===== src/design/assert_macros.svh =====
// assertion macros used by the top-level design file
// no dependencies; compiles to nothing when SYNTH is defined
`ifndef ASSERT_MACROS_SVH
`define ASSERT_MACROS_SVH

`ifndef SYNTH
// property must hold at every clock edge outside reset
`define ASSERT_CLK(name, clk, rst_n, prop) \
    name: assert property (@(posedge clk) disable iff (!rst_n) prop) \
        else $error("%m: check failed");
// expression must never be true outside reset
`define ASSERT_NEVER(name, clk, rst_n, expr) \
    name: assert property (@(posedge clk) disable iff (!rst_n) !(expr)) \
        else $error("%m: forbidden condition seen");
`else
`define ASSERT_CLK(name, clk, rst_n, prop)
`define ASSERT_NEVER(name, clk, rst_n, expr)
`endif

`endif


===== src/design/bdj_pkg.sv =====
// types, constants and helpers for the backoff delay generator
// no dependencies; used by the interfaces, the divider and the top level
package bdj_pkg;

    localparam int CFG_W         = 32;
    localparam int RETRY_W       = 16;
    localparam int RND_W         = 8;
    localparam int DLY_W         = 31;
    localparam int MAX_DOUBLINGS = 32;
    localparam int STEP_W        = $clog2(MAX_DOUBLINGS + 1);

    localparam int FAIL_BASE = 2500;
    localparam int FAIL_STEP = 4 * 5;
    localparam int MULT_MAX  = 1000;
    localparam int MULT_W    = $clog2(MULT_MAX + 1);
    localparam int PER_W     = $clog2(FAIL_BASE + FAIL_STEP * 255 + 1);
    localparam int FAIL_W    = PER_W + MULT_W;
    localparam int FAIL_MAX  = (FAIL_BASE + FAIL_STEP * 255) * MULT_MAX;

    localparam int JIT_DIV   = 255;
    localparam int JIT_W     = DLY_W + RND_W;
    localparam int DIV_W     = JIT_W;
    localparam int FOLD_W    = $clog2(JIT_DIV + 1);

    localparam logic signed [CFG_W-1:0] MIN_RESET = 32'sd1000;
    localparam logic signed [CFG_W-1:0] MAX_RESET = 32'sd2000;
    localparam logic signed [CFG_W-1:0] CAP_RESET = 32'sd60000;

    typedef enum logic [1:0] {
        REG_MIN = 2'd0,
        REG_MAX = 2'd1,
        REG_CAP = 2'd2
    } reg_idx_t;

    typedef enum logic [2:0] {
        ST_IDLE,
        ST_FAIL,
        ST_DOUBLE,
        ST_MUL,
        ST_DIV,
        ST_DONE
    } state_t;

    typedef struct packed {
        logic             start;
        logic [DIV_W-1:0] dividend;
    } div_req_t;

    typedef struct packed {
        logic             done;
        logic [DLY_W-1:0] quotient;
    } div_rsp_t;

    function automatic logic [DLY_W-1:0] sat_double(input logic [DLY_W-1:0] val,
                                                    input logic [DLY_W-1:0] cap);
        logic [DLY_W:0] twice;
        twice = {val, 1'b0};
        return (twice < {1'b0, cap}) ? twice[DLY_W-1:0] : cap;
    endfunction

endpackage


===== src/design/bdj_div255.sv =====
// divider by 255: folds the upper bytes onto the low byte, one shift and add per cycle
// depends on bdj_pkg
module bdj_div255
    import bdj_pkg::*;
(
    input  logic     clk,
    input  logic     rst_n,
    input  div_req_t req,
    output div_rsp_t rsp
);

    logic             busy_reg, busy_next;
    logic             done_reg, done_next;
    logic [DIV_W-1:0] num_reg, num_next;
    logic [DLY_W-1:0] quo_reg, quo_next;

    logic [DIV_W-1:0] high_part;
    logic             folded;

    // x = 256a + b gives x / 255 = a + (a + b) / 255
    assign high_part = num_reg >> FOLD_W;
    assign folded    = (high_part == '0);

    always_comb
    begin
        busy_next = busy_reg;
        done_next = 1'b0;
        num_next  = num_reg;
        quo_next  = quo_reg;
        if (req.start)
        begin
            busy_next = 1'b1;
            num_next  = req.dividend;
            quo_next  = '0;
        end
        else if (busy_reg)
        begin
            if (folded)
            begin
                quo_next  = quo_reg + DLY_W'(num_reg[FOLD_W-1:0] == FOLD_W'(JIT_DIV));
                busy_next = 1'b0;
                done_next = 1'b1;
            end
            else
            begin
                quo_next = quo_reg + high_part[DLY_W-1:0];
                num_next = high_part + DIV_W'(num_reg[FOLD_W-1:0]);
            end
        end
    end

    always_ff @(posedge clk or negedge rst_n)
    begin
        if (!rst_n)
        begin
            busy_reg <= 1'b0;
            done_reg <= 1'b0;
        end
        else
        begin
            busy_reg <= busy_next;
            done_reg <= done_next;
        end
    end

    always_ff @(posedge clk)
    begin
        num_reg <= num_next;
        quo_reg <= quo_next;
    end

    assign rsp.done     = done_reg;
    assign rsp.quotient = quo_reg;

endmodule


===== config.mk =====
export PLATFORM = sky130hd
export DESIGN_NAME = bdj_div255
export DESIGN_NICKNAME = d
export VERILOG_FILES = /design/src/design/assert_macros.svh /design/src/design/bdj_pkg.sv /design/src/design/bdj_div255.sv
export SDC_FILE = /design/constraint.sdc
export NUM_CORES = 1
export LEC_CHECK = 0
export BUFFER_PORTS_ARGS = -buffer_cell sky130_fd_sc_hd__buf_2
export CAP_MARGIN = 25
export CORE_MARGIN = 4
export CORE_UTILIZATION = 45
export DETAILED_ROUTE_END_ITERATION = 16
export SYNTH_ARGS = -nofsm -noshare
export SYNTH_HDL_FRONTEND = slang
export SYNTH_SLANG_ARGS = --single-unit

===== constraint.sdc =====
create_clock -name clk -period 4.66 [get_ports clk]
set_clock_uncertainty 0.2 [all_clocks]
set_input_delay 1.165 -clock clk [delete_from_list [all_inputs] [get_ports clk]]
set_output_delay 1.165 -clock clk [all_outputs]
set_load 0.005 [all_outputs]

Yosys cells after proc, flatten, opt, wreduce, memory -nomap -nowiden. Cells that the tools add are included.

Flip-flop bits (word level): 72. Output and inout bits: 32.

$add $sub $neg: 3. Equality and inequality tests: 2. Multiplexer cells: 10. Reductions and logical operators: 3.

Operator list (number): 39-bit 2-to-1 mux (3); 39-bit logical NOT (1); 31-bit by 8-bit adder with 32-bit output (1); 31-bit by 1-bit adder with 31-bit output (1); 31-bit adder (1); 31-bit 2-to-1 mux (1); 8-bit == test, second input constant (1); 1-bit 2-to-1 mux (6); 2-bit inequality test, second input constant (1); 2-bit AND reduction (1); 2-bit nonzero test (1).

Depth between registers and ports, before layout.
Depth in word-level cells: 4. Mapped depth: 13.

Worst setup path before layout. No wires, ideal clock.

Path kind: input to register. Start point: input req[39] in the netlist's numbering. End point: register num_reg[0] (enable). Setup time: 443 ps. Arrival time: 2959 ps. Data required time: 4017 ps. Setup slack: 1058 ps. Cell stages on the path: 4. Buffers on the path: 3. Cells stage by stage: clkbuf_1 > clkbuf_1 > clkbuf_1 > o21bai_1.

Longest elaborated chain between the ends: 2. Elaborated cells between the ends (all ways): 3. Those cells by class: eq/ne (1); reduce/logical (2).

RTL lines: from (decl) (line bdj_div255.sv:8) `input div_req_t req,`; 2-bit inequality test (no line) or 2-bit nonzero test (tied branches); 2-bit AND reduction (no line) *; to (signal assigned) (line bdj_div255.sv:68) `num_reg <= num_next;`; to (decl) (line bdj_div255.sv:14) `logic [DIV_W-1:0] num_reg, num_next;`.

Mark *: on every way between the ends. The rest lies on a longest branch, timed or not. A chain may end at the register's enable or synchronous reset.

Worst setup path in the final report.
Start point: register num_reg[31]. End point: register quo_reg[30].

Longest elaborated chain between the ends: 2. Elaborated cells between the ends (all ways): 3. Those cells by class: add/sub (1); mux (1); reduce/logical (1).

RTL lines: 31-bit adder or 39-bit logical NOT (tied branches) (line bdj_div255.sv:46, bdj_div255.sv:22); 31-bit 2-to-1 mux * (line bdj_div255.sv:38) `if (folded)`; to (signal assigned) (line bdj_div255.sv:69) `quo_reg <= quo_next;`; to (decl) (line bdj_div255.sv:15) `logic [DLY_W-1:0] quo_reg, quo_next;`.

Marks and branches as above.

==> impl_results.md <==
* Critical path launch point type: flip-flop
* Clock buffer count from CTS at 9
* Setup bufs post-CTS at 0
* Worst skew pair latency at 0.35 ns
* Pre-CTS setup slack at 0.864 ns
* Final Hold Fails at 0
* Power, Total at 3120 µW
* Largest register FFs at 39
* DRT iter0 DRCs at ~330
* Via count at 4835
* Actual slew at the worst max-slew pin at 1.03 ns
* Mapped Area at about 5400 µm²
* IO Pins at 74
* Area fraction of the dominant cell type after synthesis at 0.216
* Crit-path cells: nor4_1 > nand4_1 > nor2_1 > a21o_1 > ha_1 > fa_1 > a21oi_1 > o211ai_1 > and4_1 > o2111ai_1 > and3_1 > or4_1 > a21oi_1
* Period Utilization, post-route at 0.819
* Post-synth EDFFs at 39
* Class of the worst hold path: flip-flop to flip-flop
* Final Worst Setup Slack at 0.842 ns
* # clock sinks at 72
* Multi-input gate area at 3290 µm²
* Die H at 118 µm
* Critical path fanouts, max at 5
* Hold Path Origin: quo_reg[2]$_SDFFE_PP0P_
* Slew headroom at 0.308
* Hold Buf Count CTS at 0
* Status: finished clean
* Fill count at around 1.1k
* WL/cell at 19.2 µm
* DRT Pass-1 Iters at 5
* Cell variety after synth at 68
* Worst Hold Path EP: quo_reg[2]$_SDFFE_PP0P_
* DP HPWL at approximately 12000 µm
* Critical path type: flip-flop to flip-flop
* Drt via density at 5.96
* Max incr delay on CP at 0.47 ns
* # diodes at 0
* Area Growth Syn to Fin at 12.9%
* Reg2reg path depth at 13
* Largest net degree at the start of global routing at a little under 80
* H-tree levels at 3
* Total wire length at 15600 µm
* RSZ-0062 raised after global routing: no
* Crit path capture type: flip-flop
* R2R Path Start: num_reg[31]$_DFFE_PP_
* Initial Util at 0.466
* First-pass GRT wire length at 25000 µm
* Total Routing Usage GR at 0.225
* Pwr Density at between 500 and 600 nW/µm²
* Worst-path clk slew at 0.06 ns
* Vias in the first global route at about 4.8k
* Core footprint at 11600 µm²
* Min Clock Period, post-route at 3.82 ns
* Max Slew Vio Count at 0
* Clock buffer depth at 2
* R2r endpoint: quo_reg[30]$_SDFFE_PP0P_
* CP dominant cell by count: a21oi_1
* Register area at approximately 1800 µm²
* Congestion Overflow GR at 0
* DRC viols at 0
* Routability Congestion at 0.926
* Worst vdd ir at 0.243 mV
* R2R Setup Slk at 0.84 ns
* Largest area contributor in the netlist: edfxtp_1
* Routed Antenna Nets at 0
* Hold Path Stages at 2
* Initial antenna violation count at 1
* Fmax at 0.262 GHz
* Most frequent cell after synthesis: nand2_1
* Layout net count at 745
* Syn_area_per_cell at 8.62 µm²
* Worst EP arrival at 3.90 ns
* Max cap viols at 0
* PortBufs at 73
* Row Count at 39
* Share of layout cells above drive strength 1 at 0.168
* Yosys Warn Count at 0
* Die width at ~120 µm
* Buffer type at the clock tree root: clkbuf_16
* Commonest cells post-synth: nand2_1, o21ai_0, clkbuf_1
* Lkg Pwr at 0.00261 µW
* CTS tree: done
* Register area share after synthesis at 0.340
* Crit-path slowest cell: edfxtp_1
* Synth top area cells: edfxtp_1, dfxtp_1, ha_1, o21ai_0, nand2_1
* Setup_tns at 0 ns
* Cts repair resizes at 0
* Cells after Synth at 628
* Ys flop type: edfxtp_1
* Synth async-reset ratio at 0.0278
* #FFs+latches synth at 72
* Final Setup Violations at 0
* Worst Path Required at 4.74 ns
* DIE AREA at 13800 µm²
* Syn Nets at 710
==> through the flow <==
stage	instance area, µm²	cells	hold slack, ns	util
after floorplan	5410	628	0.270	-
after global placement	5800	794	0.295	0.499
after detailed placement	5820	795	0.303	0.501
after CTS	6110	811	0.312	0.526
after global routing	6110	811	0.318	0.526
final	6110	811	0.310	0.526
==> critical path: cells and delay by family, from the launching register on <==
family                   cells  cell delay (ns)
flip-flops                   1             0.47
adder cells (fa/ha/maj)      2             0.41
AO/OA/AOI/OAI                5             0.82
AND/OR/NAND/NOR              6             1.85
==> cells by family (layout without fill, tap and decap cells) <==
family,after synthesis,count (layout),share of synthesized area
compound gates,185,185,0.235
xor+xnor,43,43,0.0696
fa+ha+maj,40,40,0.0952
buf+inv,75,115,0.0541
flops,72,72,0.340
mux,11,11,0.0206
simple gates,202,202,0.185
==> final cells by class <==
class | count | area share
multi-input cells | 481 | 0.538
flip-flops and latches | 72 | 0.301
repair buffers | 81 | 0.0729
clock buffers | 10 | 0.0375
well taps | 143 | 0.0293
inverters | 18 | 0.0111
clock inverters | 6 | 0.00983
==> power by group <==
part	leakage, µW	internal, µW	switching, µW	total (µW)
Clock	0.000140	412	280	691
Combinational	0.00176	595	817	1410
Sequential	0.000715	840	179	1020
Total	0.00261	1850	1280	3120
==> worst max-delay path by stage <==
stage | start | endpoint | cells after the start
6_report | num_reg[31]$_DFFE_PP_ | quo_reg[30]$_SDFFE_PP0P_ | 13
5_1_grt | num_reg[23]$_DFFE_PP_ | quo_reg[30]$_SDFFE_PP0P_ | 13
4_1_cts | num_reg[31]$_DFFE_PP_ | quo_reg[25]$_SDFFE_PP0P_ | 12
3_5_place_dp | num_reg[23]$_DFFE_PP_ | quo_reg[25]$_SDFFE_PP0P_ | 12
3_3_place_gp | num_reg[31]$_DFFE_PP_ | quo_reg[25]$_SDFFE_PP0P_ | 12
2_1_floorplan | req[39] | num_reg[0]$_DFFE_PP_ | 4
==> layer usage <==
| metal | share of wire | vias up | wire, µm | global-route usage |
|---|---|---|---|---|
| met2 | 0.49 | 130 | 7670 | 0.384 |
| met3 | 0.044 | 39 | 691 | 0.0452 |
| met5 | 0.00084 | - | 13 | 0 |
| li1 | - | 2392 | - | - |
| met4 | 0.032 | 2 | 500 | 0.102 |
| met1 | 0.43 | 2272 | 6680 | 0.274 |
==> layout by cell type, fill, tap and decap left out, types with 9 or more instances in the layout <==
| master | count |
|---|---|
| inv_1 | 18 |
| xor2_1 | 16 |
| and3_1 | 16 |
| xnor2_1 | 27 |
| buf_2 | 73 |
| and2_1 | 9 |
| nand3_1 | 13 |
| nor2_1 | 34 |
| nand4_1 | 14 |
| o21ai_0 | 58 |
| nor3_1 | 10 |
| a21o_1 | 14 |
| ha_1 | 38 |
| mux2i_1 | 10 |
| dfxtp_1 | 31 |
| a21oi_1 | 35 |
| clkbuf_16 | 9 |
| edfxtp_1 | 39 |
| nand2_1 | 74 |
Note: power is estimated with default switching activity, not from simulation.
